<file path="src/hdl/bpsc_pkg.sv">
package bpsc_pkg;

  localparam int unsigned ByteWidth = 8;
  localparam int unsigned PosWidth  = 3;
  localparam int unsigned HeadCount = 3;
  localparam int unsigned CfgIndexWidth = 2;

  localparam logic [PosWidth-1:0] SyncPos = PosWidth'(HeadCount);
  localparam logic [PosWidth-1:0] PosSat  = PosWidth'(HeadCount + 1);

  localparam logic [ByteWidth-1:0] PatternOddBit = ByteWidth'(1);

  typedef enum logic [CfgIndexWidth-1:0] {
    REG_RECOVER_MODE = 2'd0,
    REG_SEED_VALUE   = 2'd1,
    REG_START_COUNT  = 2'd2
  } cfg_reg_e;

  typedef struct packed {
    logic [ByteWidth-1:0] data_byte;
    logic                 last_byte;
  } in_beat_t;

  typedef struct packed {
    logic                 pattern_ok;
    logic                 sync_found;
    logic [ByteWidth-1:0] found_seed;
    logic [ByteWidth-1:0] found_start;
  } out_beat_t;

  function automatic logic [ByteWidth-1:0] expected_byte(
    input logic [ByteWidth-1:0] n,
    input logic [ByteWidth-1:0] seed
  );
    return ((n & PatternOddBit) != '0) ? seed : n;
  endfunction

endpackage

</file>
<file path="src/hdl/bpsc_core.sv">
module bpsc_core (
  input  logic                                   clk,
  input  logic                                   rst,
  input  logic                                   cfg_write,
  input  logic [bpsc_pkg::CfgIndexWidth-1:0]     cfg_index,
  input  logic [bpsc_pkg::ByteWidth-1:0]         cfg_data,
  input  logic                                   item_valid,
  input  bpsc_pkg::in_beat_t                     item,
  input  logic                                   res_free,
  output logic                                   item_take,
  output logic                                   res_load,
  output bpsc_pkg::out_beat_t                    res
);
  import bpsc_pkg::*;

  logic                 cfg_mode;
  logic [ByteWidth-1:0] cfg_seed;
  logic [ByteWidth-1:0] cfg_start;

  logic [ByteWidth-1:0] head [HeadCount];
  logic [PosWidth-1:0]  pos;
  logic [PosWidth-1:0]  pos_next;
  logic [ByteWidth-1:0] count_now;
  logic [ByteWidth-1:0] count_now_next;
  logic [ByteWidth-1:0] seed_in_use;
  logic [ByteWidth-1:0] seed_in_use_next;
  logic [ByteWidth-1:0] start_in_use;
  logic [ByteWidth-1:0] start_in_use_next;
  logic                 mode_in_use;
  logic                 mode_in_use_next;
  logic                 mismatch_seen;
  logic                 mismatch_seen_next;
  logic                 sync_failed;
  logic                 sync_failed_next;

  logic                 first;
  logic                 load_fixed;
  logic [ByteWidth-1:0] seed_cur;
  logic [ByteWidth-1:0] start_cur;
  logic [ByteWidth-1:0] count_cur;
  logic                 mism_cur;
  logic                 fail_cur;
  logic                 byte_mism;
  logic                 rec_a;
  logic                 rec_b;
  logic [ByteWidth-1:0] rec_seed;
  logic [ByteWidth-1:0] rec_n;
  logic                 rec_mism;
  logic                 synced;

  assign item_take = item_valid && (!item.last_byte || res_free);
  assign res_load  = item_take && item.last_byte;

  always_ff @(posedge clk) begin
    if (rst) begin
      cfg_mode  <= 1'b0;
      cfg_seed  <= '0;
      cfg_start <= '0;
    end else if (cfg_write) begin
      unique case (cfg_index)
        REG_RECOVER_MODE: cfg_mode  <= cfg_data[0];
        REG_SEED_VALUE:   cfg_seed  <= cfg_data;
        REG_START_COUNT:  cfg_start <= cfg_data;
        default: ;
      endcase
    end
  end

  always_comb begin
    first      = (pos == '0);
    load_fixed = first && !cfg_mode;
    mode_in_use_next = first ? cfg_mode : mode_in_use;
    seed_cur   = load_fixed ? cfg_seed : seed_in_use;
    start_cur  = load_fixed ? cfg_start : start_in_use;
    count_cur  = load_fixed ? cfg_start : count_now;
    mism_cur   = first ? 1'b0 : mismatch_seen;
    fail_cur   = first ? 1'b0 : sync_failed;

    byte_mism = (item.data_byte != expected_byte(count_cur, seed_cur));

    rec_a = (head[2] == head[0]) &&
            (item.data_byte == ByteWidth'(head[1] - ByteWidth'(2)));
    rec_b = (item.data_byte == head[1]) &&
            (head[2] == ByteWidth'(head[0] - ByteWidth'(2)));
    rec_seed = rec_a ? head[0] : head[1];
    rec_n    = rec_a ? ByteWidth'(head[1] + ByteWidth'(1)) : head[0];
    rec_mism = (head[0] != expected_byte(rec_n, rec_seed)) ||
               (head[1] != expected_byte(ByteWidth'(rec_n - ByteWidth'(1)), rec_seed)) ||
               (head[2] != expected_byte(ByteWidth'(rec_n - ByteWidth'(2)), rec_seed)) ||
               (item.data_byte !=
                expected_byte(ByteWidth'(rec_n - ByteWidth'(3)), rec_seed));

    seed_in_use_next   = seed_cur;
    start_in_use_next  = start_cur;
    count_now_next     = count_cur;
    mismatch_seen_next = mism_cur;
    sync_failed_next   = fail_cur;

    priority if (!mode_in_use_next) begin
      mismatch_seen_next = mism_cur || byte_mism;
      count_now_next     = ByteWidth'(count_cur - ByteWidth'(1));
    end else if (pos < SyncPos) begin
      // head byte captured in the register block
    end else if (pos == SyncPos) begin
      if (rec_a || rec_b) begin
        seed_in_use_next   = rec_seed;
        start_in_use_next  = rec_n;
        count_now_next     = ByteWidth'(rec_n - ByteWidth'(4));
        mismatch_seen_next = mism_cur || rec_mism;
      end else begin
        sync_failed_next = 1'b1;
      end
    end else if (!fail_cur) begin
      mismatch_seen_next = mism_cur || byte_mism;
      count_now_next     = ByteWidth'(count_cur - ByteWidth'(1));
    end

    if (item.last_byte) begin
      pos_next = '0;
    end else if (pos < PosSat) begin
      pos_next = PosWidth'(pos + PosWidth'(1));
    end else begin
      pos_next = pos;
    end

    synced = !mode_in_use_next || ((pos >= SyncPos) && !sync_failed_next);
    res.pattern_ok  = synced && !mismatch_seen_next;
    res.sync_found  = synced;
    res.found_seed  = synced ? seed_in_use_next : '0;
    res.found_start = synced ? start_in_use_next : '0;
  end

  always_ff @(posedge clk) begin
    if (rst) begin
      pos           <= '0;
      count_now     <= '0;
      seed_in_use   <= '0;
      start_in_use  <= '0;
      mode_in_use   <= 1'b0;
      mismatch_seen <= 1'b0;
      sync_failed   <= 1'b0;
    end else if (item_take) begin
      pos           <= pos_next;
      count_now     <= count_now_next;
      seed_in_use   <= seed_in_use_next;
      start_in_use  <= start_in_use_next;
      mode_in_use   <= mode_in_use_next;
      mismatch_seen <= mismatch_seen_next;
      sync_failed   <= sync_failed_next;
    end
  end

  always_ff @(posedge clk) begin
    if (item_take && mode_in_use_next && (pos < SyncPos)) begin
      head[pos[1:0]] <= item.data_byte;
    end
  end

  a_pos_range: assert property (@(posedge clk) disable iff (rst)
    pos <= PosSat)
    else $error("byte position beyond saturation");

  a_last_rewinds: assert property (@(posedge clk) disable iff (rst)
    res_load |=> (pos == '0))
    else $error("byte position not cleared after last beat");

  a_fail_zeroes: assert property (@(posedge clk) disable iff (rst)
    (res_load && !res.sync_found) |->
      (!res.pattern_ok && (res.found_seed == '0) && (res.found_start == '0)))
    else $error("sync failure verdict carries data");

  a_fixed_synced: assert property (@(posedge clk) disable iff (rst)
    (res_load && !mode_in_use_next) |-> res.sync_found)
    else $error("fixed mode verdict without sync");

  a_short_packet: assert property (@(posedge clk) disable iff (rst)
    (res_load && mode_in_use_next && (pos < SyncPos)) |-> !res.sync_found)
    else $error("short recovery packet reported sync");

endmodule

</file>
<file path="config.mk">
export PLATFORM = sky130hd
export DESIGN_NAME = bpsc_core
export DESIGN_NICKNAME = d
export VERILOG_FILES = /design/src/hdl/bpsc_pkg.sv /design/src/hdl/bpsc_core.sv
export SDC_FILE = /design/constraint.sdc
export NUM_CORES = 1
export LEC_CHECK = 0
export BUFFER_PORTS_ARGS = -buffer_cell sky130_fd_sc_hd__buf_2
export CORE_MARGIN = 8
export CORE_UTILIZATION = 55
export CTS_CLUSTER_DIAMETER = 60
export DETAILED_ROUTE_END_ITERATION = 12
export HOLD_SLACK_MARGIN = 0.1
export PLACE_DENSITY = 0.79
export SYNTH_ARGS = -nofsm -noshare
export SYNTH_HDL_FRONTEND = slang
export SYNTH_SLANG_ARGS = --single-unit
</file>
<file path="constraint.sdc">
create_clock -name clk -period 7.7 [get_ports clk]
set_input_delay 0.385 -clock clk [delete_from_list [all_inputs] [get_ports clk]]
set_output_delay 0.385 -clock clk [all_outputs]
set_load 0.005 [all_outputs]
</file>
# After elaboration in Yosys (flattened, before gate mapping)
# Memory sizes are Yosys's and may differ from the RTL's.
# Cells that the tools add are included.
word_totals:
  register_bits: 47
  ram_bits: 24
  input_bits: 24
  out_inout_bits: 20
  wordCells: 105
  mem_count: 1
mem_list:
  columns: ["memory", "depth", "width", "read_ports", "rd_ports_with_merged_regs", "wr", "line_no", "source"]
  rows:
  - ["head", 3, 8, 3, 0, 1, "bpsc_core.sv:20", "logic [ByteWidth-1:0] head [HeadCount];"]
classes:
  add_sub_neg: 9
  magnitude_cmp: 3
  n_eq_ne: 12
  mux: 41
  reduce_logical: 29
ops:
  columns: ["op", "n"]
  rows:
  - ["$mux W8", 25]
  - ["$ne A8 B8 Y1", 5]
  - ["$eq A8 B8 Y1", 4]
  - ["$sub A8 B2 Y8 const B", 4]
  - ["$sub A8 B1 Y8 const B", 2]
  - ["$mux W1", 14]
  - ["$logic_and A1 B1 Y1", 9]
  - ["$add A8 B1 Y8 const B", 1]
  - ["$logic_or A1 B1 Y1", 8]
  - ["$reduce_and A2 Y1", 4]
  - ["$sub A8 B3 Y8 const B", 1]
  - ["$mux W3", 2]
  - ["$logic_not A1 Y1", 5]
  - ["$add A3 B1 Y3 const B", 1]
  - ["$eq A3 B2 Y1 const B", 1]
  - ["$ge A3 B2 Y1 const B", 1]
  - ["$logic_not A3 Y1", 1]
  - ["$lt A3 B2 Y1 const B", 1]
  - ["$lt A3 B3 Y1 const B", 1]
  - ["$eq A2 B1 Y1 const B", 1]
  - ["$eq A2 B2 Y1 const B", 1]
  - ["$logic_not A2 Y1", 1]
  - ["$reduce_bool A2 Y1", 1]

# Logic depth before layout (Yosys ltp)
# Gate-level depths: netlist of the first run.
logic_depth:
  depth_word: 17
  mapped_depth: 24
  mapped_depth_nobuf: 19

# Worst setup path after synthesis of the first run
# OpenSTA, ideal clock, no wires.
synth_path:
  path_kind: "reg-to-output"
  start: "memory head[1][2]"
  end: "output port res[17] (netlist bit)"
  t_arrival_ns: 4.745
  t_required_ns: 7.315
  setup_slack_ns: 2.570
  path_stages_with_launch: 23
  n_path_buf: 5
  path_cell_list: "edfxtp_1 clkbuf_1 buf_1 inv_1 ha_1 xnor2_1 nor4_1 and4_1 o211a_1 buf_6 buf_2 mux2i_1 ha_1 clkbuf_1 o21ai_0 or3_1 xor2_1 mux2i_1 xor2_1 o21ai_0 o2111ai_1 nor3_1 a22o_1"
synth_lines:
  columns: ["item", "line_no", "source"]
  rows:
  - ["start: declaration", "bpsc_core.sv:20", null]
  - ["end: declaration", "bpsc_core.sv:12", "output bpsc_pkg::out_beat_t res"]

==> impl_metrics.csv, run 1 <==
group,metric,value,unit
status,status,"finished, final reports clean",
setup_path,worst-path-max-fanout,18,
sta,fin_setup_tns,0,ps
drt,antenna_left,0,
setup_path,critPathCaptureType,"output port",
setup_path,cp.arrival,5960,ps
min_path,hold_path_class,"input port to flip-flop",
setup_path,cp.required,7320,ps
synth,syn_area,0.00659,mm2
setup_path,critPathKind,"flip-flop to output port",
synth,syn-num-nets,877,
synth,synth_area_per_cell,7.85,um2
floorplan,fp.coreArea,0.0119,mm2
clocking,h-tree-depth,3,
floorplan,die_h,125,um
final_layout,utilization,0.592,
sta,fmax,0.158,GHz
sta,fin_crit,6350,ps
sta,worst_pin_slew,1190,ps
synth,ys_ff_latch,71,
drt,drt_first_iter_violations,774,
floorplan,ioPinCount,44,
clocking,cts-root-buf,"clkbuf_16",
sta,finalSetupViolations,0,
final_layout,final_net_count,867,
synth,syn_inst,839,
drt,drtPass1Iterations,5,
sta,fin_ws,1350,ps
setup_path,path_delay_family,"compound AO/OA/AOI/OAI gates",
setup_path,critPathMaxStageDelay,750,ps
sta,maxSlewViolCount,0,
clocking,cts_buffers,9,
final_layout,multiInputGateArea,0.00451,mm2
floorplan,initial_core_util,0.555,
sta,hold_viol_final,0,
floorplan,fp.dieW,125,um
power_and_ir_drop,ir_worst_vdd,0.000124,V
sta,rsz0062_at_grt,"false",
placed_design,gp_congestion,1.01,
drt,vias_per_cell,6.61,
sta,slew_headroom,0.205,
clocking,cts_resized,0,
setup_path,worstPathCellList,"inv_1, ha_1, nor4b_1, xnor2_1, nor4_2, o211a_1, mux2i_1, ha_1, o21ai_0, mux2_2, a32oi_1, mux2i_1, nand4_1, a2111oi_1, nand4_1, nor3_1, a22o_1, buf_2",
placed_design,port_buffers,43,
global_routing,antenna_found_initial,0,
clocking,cts.reportedPaths.clkPinSlew,60,ps
sta,whs,294,ps
global_routing,overflow,0,
synth,async_flop_share,0,
synth,synth-edff-count,24,
global_routing,grt_max_degree,49,
final_layout,area_growth,6.59,%
power_and_ir_drop,p_leak,2.85,nW
synth,synthFlopType,"dfxtp_1",
run,maxCapViolCount,0,
clocking,clock_latency,340,ps
floorplan,dieArea,0.0157,mm2
synth,yosysUniqueCellTypes,78,
placed_design,place_hpwl,14.7,mm
setup_path,start_kind,"flip-flop",
global_routing,grt_pass1_wl,32.3,mm
sta,fin_skew,8.80,ps
drt,vias,6474,
floorplan,rows,40,
clocking,cts_tree,"done",
final_layout,antennaDiodeCount,0,
drt,route.detailed.drc,0,
drt,drt-total-wl,20.6,mm
final_layout,drive_above_1_share,0.104,
synth,yosys_warnings,0,
final_layout,regArea,0.00166,mm2
clocking,cts_num_sinks,71,
global_routing,grt_use_total,0.253,
synth,synth-seq-area-share,0.252,
sta,finalCritPeriodShare,0.824,
final_layout,fill_cells,1060,
drt,detail_route.wl_per_cell,21.1,um
power_and_ir_drop,power_density,147,mW/mm2
power_and_ir_drop,power.total,1.03,mW
clocking,post-cts-setup-buffers,0,
clocking,clock_path_buffers,2,
setup_path,cp_num_buf_inv,2,
global_routing,grt_pass1_vias,5929,
placed_design,dp_slack,1920,ps
setup_path,cp_slowest_cell,"edfxtp_1",
clocking,hold_buffers,0,
state kept, by name, indices dropped and copies added, names as in the netlist:
| name | flops |
|---|---|
| cfg_mode | 1 |
| mode_in_use | 1 |
| start_in_use | 8 |
| seed_in_use | 8 |
| count_now | 8 |
| sync_failed | 1 |
| cfg_start | 8 |
| pos | 3 |
| mismatch_seen | 1 |
| head | 24 |
| cfg_seed | 8 |
cell usage in the layout (no fill, tap or decap), drive strengths merged, types with 15 or more instances in the layout:
cell type	count
nor2	99
mux2i	72
nand2	69
buf	52
xnor2	47
dfxtp	47
a21oi	41
xor2	39
o21ai	36
nor3	28
inv	27
edfxtp	24
a211oi	23
nand3	15
metrics by stage:
step / instances / area (um2)
floorplan: 839 / 6590
global placement: 965 / 6740
detailed placement: 965 / 6740
CTS: 980 / 7020
global route: 980 / 7020
finish: 980 / 7020
path summary, 6_finish.rpt:
path                                from                          end  slack (ps)  cells after the start
max                 head[1][2]$_DFFE_PP_                      res[17]        1350                     18
min reg2reg  seed_in_use[2]$_SDFFE_PP0P_  seed_in_use[2]$_SDFFE_PP0P_         460                      2
min                          cfg_data[7]     cfg_seed[7]$_SDFFE_PP0P_         290                      3
max reg2reg         head[1][2]$_DFFE_PP_   mismatch_seen$_SDFFE_PP0P_        2050                     17
routing by layer:
layer / GRT usage / up-vias / part of all wire
li1: - / 2996 / -
met3: 0.0480 / 68 / 0.10
met5: 0 / - / 0
met4: 0.120 / 0 / 0.037
met1: 0.340 / 2983 / 0.43
met2: 0.381 / 427 / 0.44
logic make-up after synthesis:
| group | synth area share |
|---|---|
| AO/OA/AOI/OAI | 0.198 |
| adder cells (fa/ha/maj) | 0.0266 |
| flip-flops | 0.252 |
| XOR/XNOR | 0.114 |
| multiplexers | 0.121 |
| buffers and inverters | 0.0659 |
| AND/OR/NAND/NOR | 0.222 |
cells in the mapped netlist (5+ instances only):
cell type	number	area [um2]
a211oi_1	23	173
a21oi_1	41	205
a311oi_1	9	78.8
a31oi_1	7	43.8
and2_1	9	56.3
and3_1	11	68.8
buf_2	10	50.1
clkbuf_1	55	206
dfxtp_1	47	941
edfxtp_1	24	721
ha_1	14	175
inv_1	25	93.8
mux2_2	5	56.3
mux2i_1	72	721
nand2_1	68	255
nand2b_1	11	68.8
nand3_1	15	75.1
nand3b_1	6	45.0
nand4_1	12	75.1
nor2_1	99	372
nor2b_1	8	50.1
nor3_1	26	130
nor4_1	5	31.3
o211ai_1	8	60.1
o21ai_0	34	170
o22ai_1	14	87.6
o31ai_1	6	45.0
or3_1	7	43.8
xnor2_1	47	412
xor2_1	39	342
where the power goes:
group | internal [mW] | switching, mW | leakage, nW
registers | 0.404 | 0.0194 | 0.601
logic | 0.0827 | 0.119 | 2.11
clock network | 0.248 | 0.161 | 0.146
total | 0.735 | 0.299 | 2.85
worst reg2reg max path: cells and delay by family (launching register included):
| family | cells | cell delay, ps |
|---|---|---|
| xor gates and xnor gates | 1 | 170 |
| DFF | 1 | 750 |
| AOI/OAI and AO/OA | 6 | 1710 |
| buffers and inverters | 1 | 230 |
| and+or+nand+nor | 4 | 810 |
| adders and majority gates | 2 | 790 |
| muxes | 3 | 1030 |
area by class of cell:
type,count,share of cell area
clock buffers,9,0.0321
clock inverters,6,0.00855
inverters,26,0.0139
multi-input cells,669,0.642
flip-flops and latches,71,0.237
well taps,147,0.0262
repair buffers,52,0.0403
No activity file was read; power rests on OpenSTA's default activity.
==> run 2: changes to the inputs <==
Clock period 7.7 ns to 6.25 ns, I/O delays scaled along.
==> run 2 against run 1 <==
Net effect:
- worst hold slack worse by 91 ps
- critical path type unchanged
- clock skew rose by 5.6 ps
- non-clock buffer count up 8
- die area stayed put
- critical path depth grew 3
- flip-flop and latch count stayed put
- core utilization increased by 0.68 points
- global-route usage grew 0.35 points
==> impl_metrics.csv, run 2 (same netlist as run 1, synthesis figures left out) <==
group,metric,value,unit
status,status,"finished, final reports clean",
min_path,hold_path_class,"input port to flip-flop",
clocking,h-tree-depth,3,
sta,finalSetupViolations,0,
sta,slew_headroom,0.217,
setup_path,reg2reg_depth,20,
final_layout,antennaDiodeCount,0,
clocking,clock_path_buffers,2,
clocking,cts-root-buf,"clkbuf_16",
drt,vias,6506,
drt,antenna_left,0,
setup_path,cp.arrival,5430,ps
clocking,clock_latency,350,ps
floorplan,dieArea,0.0157,mm2
global_routing,overflow,0,
final_layout,drive_above_1_share,0.114,
floorplan,ioPinCount,44,
drt,drt_first_iter_violations,888,
clocking,post-cts-setup-buffers,0,
sta,maxSlewViolCount,0,
final_layout,layout_commonest_cell,"nor2_1",
floorplan,initial_core_util,0.555,
final_layout,fill_cells,1032,
global_routing,grt_pass1_wl,32.7,mm
drt,route.detailed.drc,0,
placed_design,place_hpwl,14.5,mm
sta,whs,203,ps
floorplan,fp.dieW,125,um
final_layout,final_net_count,875,
placed_design,placed_cells,973,
global_routing,antenna_found_initial,0,
run,maxCapViolCount,0,
final_layout,largest_reg_flops,24,
final_layout,regArea,0.00166,mm2
sta,fmax,0.174,GHz
clocking,cts_tree,"done",
global_routing,grt_use_total,0.256,
setup_path,critPathCaptureType,"output port",
final_layout,fin_cells,989,
power_and_ir_drop,power_density,183,mW/mm2
floorplan,die_h,125,um
power_and_ir_drop,ir_worst_vdd,0.000158,V
floorplan,fp.coreArea,0.0119,mm2
setup_path,reg2reg_slack,1130,ps
floorplan,rows,40,
sta,worst_pin_slew,1170,ps
sta,rsz0062_at_grt,"false",
sta,fin_skew,14.4,ps
setup_path,start_kind,"flip-flop",
drt,vias_per_cell,6.58,
clocking,cts.reportedPaths.clkPinSlew,70,ps
min_path,whs_path_depth,3,
final_layout,multiInputGateArea,0.00451,mm2
placed_design,gp_congestion,0.974,
sta,fin_crit,5750,ps
setup_path,cp.required,5940,ps
placed_design,port_buffers,43,
global_routing,grt_max_degree,49,
clocking,cts_num_sinks,71,
min_path,worstHoldStart,"cfg_data[5]",
setup_path,critPathKind,"flip-flop to output port",
sta,finalCritPeriodShare,0.919,
final_layout,final_cell_mix,"nor2_1 (99), mux2i_1 (71), nand2_1 (68)",
drt,drt-total-wl,20.7,mm
drt,drtPass1Iterations,6,
clocking,cts_buffers,9,
sta,fin_setup_tns,0,ps
drt,detail_route.wl_per_cell,20.9,um
final_layout,area_growth,7.81,%
min_path,hold_end,"cfg_seed[5]$_SDFFE_PP0P_",
global_routing,grt_pass1_vias,6049,
setup_path,rr_endpoint,"mismatch_seen$_SDFFE_PP0P_",
setup_path,timing.rr.start,"head[1][1]$_DFFE_PP_",
sta,hold_viol_final,0,
setup_path,worst-path-max-fanout,32,
power_and_ir_drop,p_leak,2.89,nW
==> run 2: changes by cell type in the layout (fill, tap and decap cells not counted), sizes merged <==
cell,delta
clkbuf,+1
buf,+8
clkinvlp,+1
clkinv,-1
==> run 2: layout make-up <==
class                   instances  share of cell area
multi-input cells             669               0.636
flip-flops and latches         71               0.234
repair buffers                 60              0.0488
clock buffers                  10              0.0322
well taps                     147              0.0259
inverters                      26              0.0137
clock inverters                 6             0.00969
==> run 2: per-stage QoR <==
stage	power (mW)	instance area, um2	utilization	worst slack (ps)
after floorplan	0.702	6590	-	1190
after global placement	0.768	6800	0.573	1020
after detailed placement	0.771	6800	0.573	954
after CTS	1.29	7090	0.598	561
after global routing	1.34	7100	0.599	3.67
final	1.30	7100	0.599	504
==> run 2: how the worst max path moves through the flow <==
stage | start | endpoint | slack [ps]
finish | head[1][1]$_DFFE_PP_ | res[17] | 500
global route | head[1][1]$_DFFE_PP_ | res[17] | 4
detailed placement | head[1][1]$_DFFE_PP_ | res[17] | 950
global placement | head[1][1]$_DFFE_PP_ | res[17] | 1020
CTS | head[1][1]$_DFFE_PP_ | res[17] | 560
floorplan | head[1][2]$_DFFE_PP_ | res[17] | 1190
==> run 2: timing repair <==
item,CTS,global route
endpoints found under the hold margin,0,0
resized for setup,0,2
setup endpoints to repair,0,1
hold buffers,0,0
==> run 2: power by group <==
part           total (mW)  switching, mW  internal (mW)
registers           0.519         0.0214          0.498
logic               0.251          0.148          0.102
clock network       0.531          0.219          0.312
total                1.30          0.388          0.912
==> run 2: critical path: stages (launching register included) <==
cell and delay (ps):
edfxtp_1 530, inv_1 210, ha_1 230, nor4b_1 310, xnor2_1 120, nor4_2 300
o211a_1 300, buf_6 290, nor2_1 70, a21oi_1 310, ha_1 290, nor2b_1 380
xor2_1 100, o21ai_0 170, a21oi_1 80, nor2_1 90, a31oi_1 50, a2111oi_1 460
nand4_1 230, nor3_1 220, a22o_1 180, buf_2 130
==> run 2: per-layer routing <==
layer | GRT usage | wire [um] | vias up | part of all wire
met5 | 0 | 0 | - | 0
met4 | 0.133 | 905 | 0 | 0.044
met3 | 0.0497 | 2070 | 81 | 0.10
met2 | 0.388 | 8910 | 418 | 0.43
met1 | 0.338 | 8760 | 2997 | 0.42
li1 | - | - | 3010 | -
